===== src/rtl/ktls_pkg.sv =====
`default_nettype none
package ktls_pkg;

  localparam logic OP_LOAD   = 1'b0;
  localparam logic OP_SAMPLE = 1'b1;
  localparam int   NUM_COMP  = 3;

  typedef struct packed {
    logic               opcode;
    logic        [5:0]  key_slot;
    logic        [31:0] key_time;
    logic signed [31:0] key_x;
    logic signed [31:0] key_y;
    logic signed [31:0] key_z;
    logic        [31:0] query_time;
  } in_item_t;

  typedef struct packed {
    logic               valid_res;
    logic signed [31:0] out_x;
    logic signed [31:0] out_y;
    logic signed [31:0] out_z;
    logic        [6:0]  next_key;
  } out_item_t;

  typedef struct packed {
    logic [31:0] t;
    logic [31:0] x;
    logic [31:0] y;
    logic [31:0] z;
  } key_t;

  typedef enum logic [1:0] {
    ADDR_MID,
    ADDR_LO_M1,
    ADDR_LO,
    ADDR_ZERO
  } addr_sel_e;

  typedef struct packed {
    logic      wr_key;
    logic      start;
    logic      mem_rd;
    addr_sel_e addr_sel;
    logic      search_upd;
    logic      load_a;
    logic      copy_a;
    logic      div_init;
    logic      div_step;
    logic      mul;
    logic      add;
    logic [1:0] comp;
    logic      out_load;
    logic      out_empty;
  } cmd_t;

  typedef struct packed {
    logic n_zero;
    logic search_done;
    logic lo_zero;
    logic lo_at_n;
  } sts_t;

endpackage
`default_nettype wire


===== src/rtl/ktls_ctrl.sv =====
`default_nettype none
module ktls_ctrl #(
  parameter int FRAC_BITS = 16
) (
  input  wire logic           clk_i,
  input  wire logic           rst_ni,
  input  wire logic           in_valid_i,
  input  wire logic           in_opcode_i,
  output logic                in_ready_o,
  output logic                out_valid_o,
  input  wire logic           out_ready_i,
  output ktls_pkg::cmd_t      cmd_o,
  input  wire ktls_pkg::sts_t sts_i
);
  import ktls_pkg::*;

  localparam int CW = $clog2(FRAC_BITS);

  typedef enum logic [3:0] {
    S_IDLE, S_SRD, S_SCMP, S_ARD, S_AWT, S_BRD, S_BWT, S_DIV, S_MUL, S_ADD, S_FIN
  } state_e;

  state_e      state_q;
  logic [CW-1:0] cnt_q;
  logic [1:0]  comp_q;
  logic        empty_q;
  logic        res_valid_q;
  logic        accept;
  logic        out_free;

  assign in_ready_o  = (state_q == S_IDLE);
  assign out_valid_o = res_valid_q;
  assign accept      = in_valid_i && in_ready_o;
  assign out_free    = !res_valid_q || out_ready_i;

  always_comb begin
    cmd_o          = '0;
    cmd_o.addr_sel = ADDR_MID;
    cmd_o.comp     = comp_q;
    cmd_o.out_empty = empty_q;
    case (state_q)
      S_IDLE: begin
        cmd_o.wr_key = accept && (in_opcode_i == OP_LOAD);
        cmd_o.start  = accept && (in_opcode_i == OP_SAMPLE);
      end
      S_SRD: begin
        cmd_o.mem_rd = !sts_i.search_done;
      end
      S_SCMP: cmd_o.search_upd = 1'b1;
      S_ARD: begin
        cmd_o.mem_rd   = 1'b1;
        cmd_o.addr_sel = sts_i.lo_zero ? ADDR_ZERO : ADDR_LO_M1;
      end
      S_AWT: begin
        cmd_o.load_a = 1'b1;
        cmd_o.copy_a = sts_i.lo_zero || sts_i.lo_at_n;
      end
      S_BRD: begin
        cmd_o.mem_rd   = 1'b1;
        cmd_o.addr_sel = ADDR_LO;
      end
      S_BWT:  cmd_o.div_init = 1'b1;
      S_DIV:  cmd_o.div_step = 1'b1;
      S_MUL:  cmd_o.mul      = 1'b1;
      S_ADD:  cmd_o.add      = 1'b1;
      S_FIN:  cmd_o.out_load = out_free;
      default: ;
    endcase
  end

  always_ff @(posedge clk_i or negedge rst_ni) begin
    if (!rst_ni) begin
      state_q     <= S_IDLE;
      cnt_q       <= '0;
      comp_q      <= '0;
      empty_q     <= 1'b0;
      res_valid_q <= 1'b0;
    end else begin
      if ((state_q == S_FIN) && out_free) begin
        res_valid_q <= 1'b1;
      end else if (res_valid_q && out_ready_i) begin
        res_valid_q <= 1'b0;
      end
      case (state_q)
        S_IDLE: begin
          if (accept && (in_opcode_i == OP_SAMPLE)) begin
            empty_q <= sts_i.n_zero;
            state_q <= sts_i.n_zero ? S_FIN : S_SRD;
          end
        end
        S_SRD:  state_q <= sts_i.search_done ? S_ARD : S_SCMP;
        S_SCMP: state_q <= S_SRD;
        S_ARD:  state_q <= S_AWT;
        S_AWT:  state_q <= (sts_i.lo_zero || sts_i.lo_at_n) ? S_FIN : S_BRD;
        S_BRD:  state_q <= S_BWT;
        S_BWT: begin
          cnt_q   <= '0;
          state_q <= S_DIV;
        end
        S_DIV: begin
          cnt_q <= cnt_q + CW'(1);
          if (cnt_q == CW'(FRAC_BITS - 1)) begin
            comp_q  <= '0;
            state_q <= S_MUL;
          end
        end
        S_MUL: state_q <= S_ADD;
        S_ADD: begin
          comp_q  <= comp_q + 2'd1;
          state_q <= (comp_q == 2'(NUM_COMP - 1)) ? S_FIN : S_MUL;
        end
        S_FIN: begin
          if (out_free) begin
            state_q <= S_IDLE;
          end
        end
        default: state_q <= S_IDLE;
      endcase
    end
  end

  a_start_leaves_idle: assert property (@(posedge clk_i) disable iff (!rst_ni)
    cmd_o.start |=> state_q != S_IDLE)
    else $error("sample transfer did not start work");
  a_no_overwrite: assert property (@(posedge clk_i) disable iff (!rst_ni)
    cmd_o.out_load |-> (!res_valid_q || out_ready_i))
    else $error("result register overwritten");
  a_div_count: assert property (@(posedge clk_i) disable iff (!rst_ni)
    state_q == S_DIV |-> cnt_q <= CW'(FRAC_BITS - 1))
    else $error("divider count out of range");
  a_comp_range: assert property (@(posedge clk_i) disable iff (!rst_ni)
    (state_q == S_MUL || state_q == S_ADD) |-> comp_q < 2'(NUM_COMP))
    else $error("component index out of range");
endmodule
`default_nettype wire


===== config.mk =====
export PLATFORM = sky130hd
export DESIGN_NAME = ktls_ctrl
export DESIGN_NICKNAME = d
export VERILOG_FILES = /design/src/rtl/ktls_pkg.sv /design/src/rtl/ktls_ctrl.sv
export SDC_FILE = /design/constraint.sdc
export NUM_CORES = 1
export LEC_CHECK = 0
export BUFFER_PORTS_ARGS = -buffer_cell sky130_fd_sc_hd__buf_2
export CAP_MARGIN = 20
export CORE_MARGIN = 10
export CORE_UTILIZATION = 35
export CTS_CLUSTER_DIAMETER = 80
export DETAILED_ROUTE_END_ITERATION = 10
export GPL_TIMING_DRIVEN = 0
export SLEW_MARGIN = 40
export SYNTH_ARGS = -nofsm -noshare
export SYNTH_HDL_FRONTEND = slang
export SYNTH_SLANG_ARGS = --single-unit

===== constraint.sdc =====
create_clock -name clk_i -period 3.65 [get_ports clk_i]
set_input_delay 0.365 -clock clk_i [delete_from_list [all_inputs] [get_ports clk_i]]
set_output_delay 0.365 -clock clk_i [all_outputs]
set_load 0.05 [all_outputs]

# Word level (Yosys, flattened, before mapping)
# Index checks and enable logic that the tools add are counted.
# word_totals
word_cells	64
regBits	12
out_inout_bits	18
# op_classes
add_sub_neg	2
reduce_logical	17
mux	24
n_bitwise	1
n_eq_ne	15
# ops
op	n
$pmux 4 s11	1
$mux 4	5
$eq 4x3->1 const B	4
$eq 4x4->1 const B	4
$mux 2	5
$mux 1	9
$eq 4x2->1 const B	2
$pmux 2 s2	2
$pmux 4 s2	1
$reduce_bool 2->1	3
$logic_and 1x1->1	5
$add 4x1->4 const B	1
$eq 4x1->1 const B	1
$logic_not 4->1	1
$ne 2x2->1 const B	2
$reduce_and 2->1	2
$reduce_and 3->1	1
$add 2x1->2 const B	1
$eq 2x2->1 const B	1
$logic_not 1->1	2
$logic_or 1x1->1	2
$ne 2x1->1 const B	1
$pmux 1 s2	1
$reduce_or 2->1	1
$not 1->1	1

# Longest topological paths before layout
# Gate-level depths: netlist of the first run.
# logic_depth
depth_word	5
ltp_mapped	6

# Worst setup path before layout of the first run
# Ideal clock, no wire load.
# synth_path
path_type	reg-to-output
from	register state_q[0]
to	output port cmd_o[15] (netlist name)
setup_slack_ns	0.559
path_stages_with_launch	7
arrival_time_ns	2.726
required_ns	3.285
path_cell_list	dfrtp_1 -> buf_6 -> or2_1 -> buf_6 -> nor3_1 -> nand2_1 -> nor2_1
# synth_lines
element	line_no	rtl
from (decl)	ktls_ctrl.sv:23	state_e state_q;
from (signal assigned)	ktls_ctrl.sv:88	state_q <= sts_i.n_zero ? S_FIN : S_SRD;
from (signal assigned)	ktls_ctrl.sv:91	S_SRD: state_q <= sts_i.search_done ? S_ARD : S_SCMP;
from (signal assigned)	ktls_ctrl.sv:94	S_AWT: state_q <= (sts_i.lo_zero || sts_i.lo_at_n) ? S_FIN : S_BRD;
to (decl)	ktls_ctrl.sv:12	output ktls_pkg::cmd_t cmd_o,

==> results of run 1 <==
-- layout by cell type, fill, tap and decap left out, drive strengths merged, types with 2 or more instances in the layout --
cell type,count
a21oi,3
buf,34
clkbuf,6
dfrtp,12
ha,2
inv,2
mux2,2
nand2,9
nand2b,6
nand3,4
nand3b,3
nor2,10
nor2b,2
nor3,6
nor4,2
o21ai,8
o22ai,2
or2,2
-- logic make-up after synthesis --
| kind of cell | after synthesis | synth area share |
|---|---|---|
| DFF | 12 | 0.346 |
| muxes | 2 | 0.0260 |
| and+or+nand+nor | 50 | 0.328 |
| buffers and inverters | 12 | 0.0837 |
| AOI/OAI and AO/OA | 20 | 0.177 |
| xor gates and xnor gates | 1 | 0.0101 |
| adders and majority gates | 2 | 0.0289 |
-- path summary, 6_finish.rpt --
check,end,start,cells after the start
max reg2reg,state_q[3],state_q[2],5
max,cmd_o[12],state_q[2],5
min in group asynchronous,comp_q[0],rst_ni,2
min,empty_q,sts_i[3],2
max in group asynchronous,state_q[3],rst_ni,2
min reg2reg,empty_q,empty_q,1
-- sequential cells by signal (all words and copies together) (netlist names) --
signal and cells:
empty_q 1, comp_q 2, cnt_q 4, state_q 4, out_valid_o 1
-- per-stage QoR --
step	power, mW	area [um2]	instances	worst slack, ns
2_1_floorplan	0.732	867	99	0.559
3_3_place_gp	0.859	1030	153	1.70
3_5_place_dp	0.867	1030	153	1.70
4_1_cts	0.980	1080	158	1.39
5_1_grt	1.05	1080	158	1.26
6_report	0.969	1080	158	1.40
-- layout make-up --
cell class | instances | area (um2) | share of cell area
multi-input cells | 75 | 494 | 0.458
flip-flops and latches | 12 | 300 | 0.278
repair buffers | 27 | 140 | 0.130
plain buffers | 10 | 65.1 | 0.0603
clock buffers | 4 | 36.3 | 0.0336
well taps | 28 | 35.0 | 0.0325
inverters | 2 | 7.51 | 0.00696
-- metal layers --
layer / wire length, um / GRT usage
met2: 1080 / 0.146
met5: 0 / 0
met4: 17 / 0.0283
met3: 201 / 0.0542
met1: 953 / 0.118
-- power breakdown --
group,internal [mW],switching (mW)
Combinational,0.208,0.444
Sequential,0.180,0.0314
Clock,0.0607,0.0457
Total,0.448,0.521
-- cell usage after synthesis, drive strengths merged (2+ instances only) --
cell | instances | area [um2]
dfrtp | 12 | 300
nor2 | 10 | 37.5
nand2 | 9 | 33.8
buf | 8 | 57.6
o21ai | 8 | 40.0
nand2b | 6 | 37.5
nor3 | 6 | 30.0
nand3 | 4 | 20.0
a21oi | 3 | 15.0
nand3b | 3 | 22.5
clkbuf | 2 | 7.51
ha | 2 | 25.0
inv | 2 | 7.51
mux2 | 2 | 22.5
nor2b | 2 | 12.5
nor4 | 2 | 27.5
o22ai | 2 | 12.5
or2 | 2 | 12.5
==> run_results.csv, run 1 <==
group,metric,value,unit
status,run_status,"finished clean",
synth,synth.yosys.warnings,0,
clock_tree,ctsHtreeMaxLevel,1,
grt,maximum_number_of_pins_on_one_net_before_global_route_repair,13,
floorplanning,die_height,69.8,um
drt,ant_nets,0,
power_and_ir_drop,cellPowerDensity,898,mW/mm2
grt,number_of_antenna_violations_at_the_first_check_in_global_routing,0,
synth,distinct_cells_synth,37,
critical_path,slowest_delay,0.35,ns
drt,detailedRoute.firstIterationViolations,15,
drt,avgRoutedWirePerCell,14.2,um
clock_tree,clock_tree.root_cell,"clkbuf_4",
critical_path,timing.critical_path.max_delay_family,"buffers and inverters",
clock_tree,clock_sinks,12,
sta,min_period,2.25,ns
clock_tree,cts.repair.resized,0,
critical_path,crit_end_element,"output port",
power_and_ir_drop,vdd_ir_drop_max,0.000401,V
cells_and_area,antenna-diode-count,0,
drt,via_per_inst,5.15,
synth,synth.avg_cell_area,8.76,um2
sta,timing.max_slew.rel_slack,0.700,
floorplanning,placeableCoreArea,0.00228,mm2
grt,wire_length_of_the_first_global_routing_pass,4000,um
clock_tree,cts_made_buffers,3,
place,weighted_congestion_at_the_end_of_routability_driven_global_placement,0.861,
floorplanning,io_pins,27,
cells_and_area,area_growth,24.4,%
synth,commonest_register_cell_after_synthesis,"dfrtp_1",
synth,synth_enable_flop_cells,0,
synth,synthesis.nets,110,
grt,overflow,0,
sta,period_utilisation_layout,0.617,
drt,finalWirelength,2250,um
drt,drc_errors,0,
critical_path,kind_of_launch_point_of_the_worst_setup_path,"flip-flop",
sta,timing_worst_slew_pin_value,0.444,ns
synth,ys_seq_area_frac,0.346,
synth,asyncSetResetFlopFracSynth,1.00,
sta,fin_tns_setup,0,ns
critical_path,path_buf_inv,3,
critical_path,cp_slowest_cell,"mux2_2",
critical_path,setup.reg_to_reg.worst_slack,2.09,ns
cells_and_area,final_cell_utilization_of_the_core,0.474,
floorplanning,die_width,69.8,um
clock_tree,ctsLongestPathBuffers,2,
sta,hold_slack,0.331,ns
clock_tree,cts_hold_buffers,1,
critical_path,worst-endpoint-required,3.28,ns
drt,drt_pre_antenna_iters,4,
synth,seq_cells_post_synth,12,
cells_and_area,final_net_count,142,
critical_path,worst-endpoint-arrival,1.89,ns
critical_path,critical-path-top-cell-by-count,"buf_2",
place,dp_hpwl,1740,um
cells_and_area,layout_cells_sized_above_1,0.323,
run,drv_cap,0,
grt,grt_use_total,0.0985,
floorplanning,fp-row-count,17,
grt,first_global_vias,808,
critical_path,critical_path.max_fanout,10,
critical_path,timing_worst_setup_path_type,"flip-flop to output port",
synth,syn-instance-count,99,
sta,maxClockFrequency,444,MHz
synth,syn_area,867,um2
floorplanning,effective_utilization_at_floorplan,0.381,
sta,timing.clock.skew,0.00185,ns
cells_and_area,fill_cells,234,
clock_tree,cts_tree,"done",
floorplanning,die_area,0.00487,mm2
sta,final_max_slew_viol_count,0,
drt,via_count,813,
sta,finalHoldViolCount,0,
sta,rsz0062_at_grt,"false",
power_and_ir_drop,total_leakage_power,0.521,nW
clock_tree,path_clk_slew,0.08,ns
clock_tree,post_cts_setup_buffer_count,0,
worst_hold_path,min-delay-path-class,"input pin to flip-flop",
clock_tree,clk_latency,0.27,ns
critical_path,crit_chain,"buf_2 -> buf_2 -> mux2_2 -> nor3b_1 -> buf_2",
place,place.port_buffers,26,
sta,setup_viol_count_final,0,
Power figures use the tool's default switching activity.
==> run 2, diff against run 1 <==
- clock period: 3.65 -> 2.2 ns (I/O delays scaled with it)
==> run_results.csv, run 2 (synthesized netlist as in run 1, its figures left out) <==
group,metric,value,unit
status,run_status,"finished clean",
cells_and_area,antenna-diode-count,0,
power_and_ir_drop,cellPowerDensity,1500,mW/mm2
floorplanning,die_area,0.00487,mm2
critical_path,worstReg2RegStart,"state_q[2]",
run,drv_cap,0,
place,place.port_buffers,26,
sta,fin_tns_setup,0,ns
critical_path,timing.rr.end,"state_q[3]",
power_and_ir_drop,p_sw_frac,0.543,
critical_path,cp_slowest_cell,"mux2_2",
power_and_ir_drop,power.sequential.fraction,0.215,
sta,post-route-worst-setup-slack,0.0610,ns
cells_and_area,layout_cells_sized_above_1,0.346,
cells_and_area,layout.cells.most_common_list,"28 x buf_2, 12 x dfrtp_1, 9 x nand2_1, 9 x nor2_1, 6 x nand2b_1",
cells_and_area,mostFrequentLayoutCell,"buf_2",
floorplanning,fp-row-count,17,
critical_path,timing.critical_path.max_delay_family,"buffers and inverters",
critical_path,critical-path-top-cell-by-count,"clkbuf_4",
clock_tree,cts_tree,"done",
cells_and_area,largest_registers,"cnt_q: 4 flops, state_q: 4 flops, comp_q: 2 flops",
cells_and_area,final_net_count,142,
critical_path,critical_path.max_fanout,10,
drt,drc_errors,0,
sta,timing.clock.skew,0.00874,ns
drt,avgRoutedWirePerCell,15.6,um
power_and_ir_drop,total_leakage_power,0.523,nW
grt,first_global_vias,844,
floorplanning,effective_utilization_at_floorplan,0.381,
power_and_ir_drop,p_int,0.753,mW
drt,detailedRoute.firstIterationViolations,17,
grt,number_of_antenna_violations_at_the_first_check_in_global_routing,0,
floorplanning,placeableCoreArea,0.00228,mm2
place,pre_cts_ws,0.385,ns
worst_hold_path,min-delay-path-class,"input pin to flip-flop",
drt,ant_nets,0,
cells_and_area,area_growth,26.4,%
cells_and_area,multi_input_comb_area,507,um2
sta,maxClockFrequency,468,MHz
place,dp_hpwl,1830,um
clock_tree,cts_made_buffers,3,
sta,timing.max_slew.rel_slack,0.697,
power_and_ir_drop,fin_total_pwr,1.65,mW
power_and_ir_drop,power_share_of_the_clock_group,0.113,
power_and_ir_drop,part_of_the_power_in_combinational_logic,0.673,
cells_and_area,fill_cells,231,
sta,hold_slack,0.174,ns
critical_path,worst-endpoint-required,1.98,ns
sta,final_max_slew_viol_count,0,
floorplanning,die_width,69.8,um
clock_tree,post_cts_setup_buffer_count,0,
sta,timing_worst_slew_pin_value,0.447,ns
clock_tree,clk_latency,0.29,ns
power_and_ir_drop,netSwitchingPower,0.894,mW
cells_and_area,seq_area,300,um2
clock_tree,ctsLongestPathBuffers,2,
critical_path,worst_setup_path_endpoint,"cmd_o[12]",
power_and_ir_drop,vdd_ir_drop_max,0.000649,V
grt,maximum_number_of_pins_on_one_net_before_global_route_repair,13,
sta,min_period,2.14,ns
drt,finalWirelength,2470,um
critical_path,timing_worst_setup_path_type,"flip-flop to output port",
grt,overflow,0,
critical_path,number_of_stages_on_the_worst_setup_path,5,
floorplanning,io_pins,27,
clock_tree,clock_tree.root_cell,"clkbuf_4",
sta,setup_viol_count_final,0,
critical_path,setup.reg_to_reg.worst_slack,0.59,ns
critical_path,path_buf_inv,3,
critical_path,crit_end_element,"output port",
critical_path,crit_chain,"buf_2 -> clkbuf_4 -> mux2_2 -> nor3b_2 -> clkbuf_4",
clock_tree,clock_sinks,12,
cells_and_area,final_cell_utilization_of_the_core,0.482,
floorplanning,die_height,69.8,um
critical_path,cp-startpoint,"state_q[2]",
clock_tree,ctsHtreeMaxLevel,1,
grt,wire_length_of_the_first_global_routing_pass,4040,um
drt,via_count,854,
drt,drt_pre_antenna_iters,2,
critical_path,reg2reg_depth,5,
place,weighted_congestion_at_the_end_of_routability_driven_global_placement,0.889,
drt,via_per_inst,5.41,
critical_path,worst-endpoint-arrival,1.92,ns
critical_path,slowest_delay,0.36,ns
sta,finalHoldViolCount,0,
sta,rsz0062_at_grt,"false",
critical_path,kind_of_launch_point_of_the_worst_setup_path,"flip-flop",
grt,grt_use_total,0.0980,
sta,period_utilisation_layout,0.972,
clock_tree,path_clk_slew,0.09,ns
==> run 2: cell types whose count changed in the layout (fill, tap and decap cells not counted) <==
cell | previous run | this run
buf_2 | 30 | 28
clkbuf_4 | 3 | 5
nor2_1 | 10 | 9
nor2_2 | 0 | 1
nor3_1 | 6 | 5
nor3_2 | 0 | 1
nor3b_1 | 1 | 0
nor3b_2 | 0 | 1
==> run 2: metal layers <==
layer	wire [um]	global-route usage	up-vias	share of wire
met5	0	0	-	0
met4	24	0.0261	0	0.0097
met3	143	0.0357	5	0.058
met2	1270	0.163	18	0.52
met1	1030	0.115	414	0.42
li1	-	-	417	-
==> run 2: worst min-delay path by stage <==
stage / to / cells past startpoint / slack [ns] / start
2_1_floorplan: cnt_q[0] / 0 / -0.08 / rst_ni
3_3_place_gp: out_valid_o / 1 / 0.12 / rst_ni
4_1_cts: empty_q / 2 / 0.17 / sts_i[3]
3_5_place_dp: out_valid_o / 1 / 0.12 / rst_ni
5_1_grt: empty_q / 2 / 0.17 / sts_i[3]
6_report: empty_q / 2 / 0.17 / sts_i[3]
==> run 2: cell type report <==
type / instances / area share
Timing Repair Buffer: 27 / 0.130
Buffer: 10 / 0.0616
Sequential cell: 12 / 0.274
Multi-Input combinational cell: 75 / 0.462
Clock buffer: 4 / 0.0331
Tap cell: 28 / 0.0320
Inverter: 2 / 0.00685
==> run 2: power groups by stage <==
stage	Clock, mW	Sequential [mW]	Combinational [mW]
final	0.186	0.354	1.11
after global routing	0.199	0.363	1.20
after CTS	0.193	0.353	1.11
after detailed placement	0	0.356	1.11
after global placement	0	0.351	1.09
after floorplan	0	0.423	0.806
==> run 2: timing repair <==
action | 4_1_cts | 5_1_grt
endpoints found under the setup margin | 0 | 1
gates resized for setup | 0 | 2
hold endpoints to repair | 12 | 0
hold buffers | 1 | 0
==> run 2: per-stage QoR <==
stage / area (um2) / instances
2_1_floorplan: 880 / 99
5_1_grt: 1100 / 158
3_3_place_gp: 1040 / 153
3_5_place_dp: 1040 / 153
6_report: 1100 / 158
4_1_cts: 1090 / 158
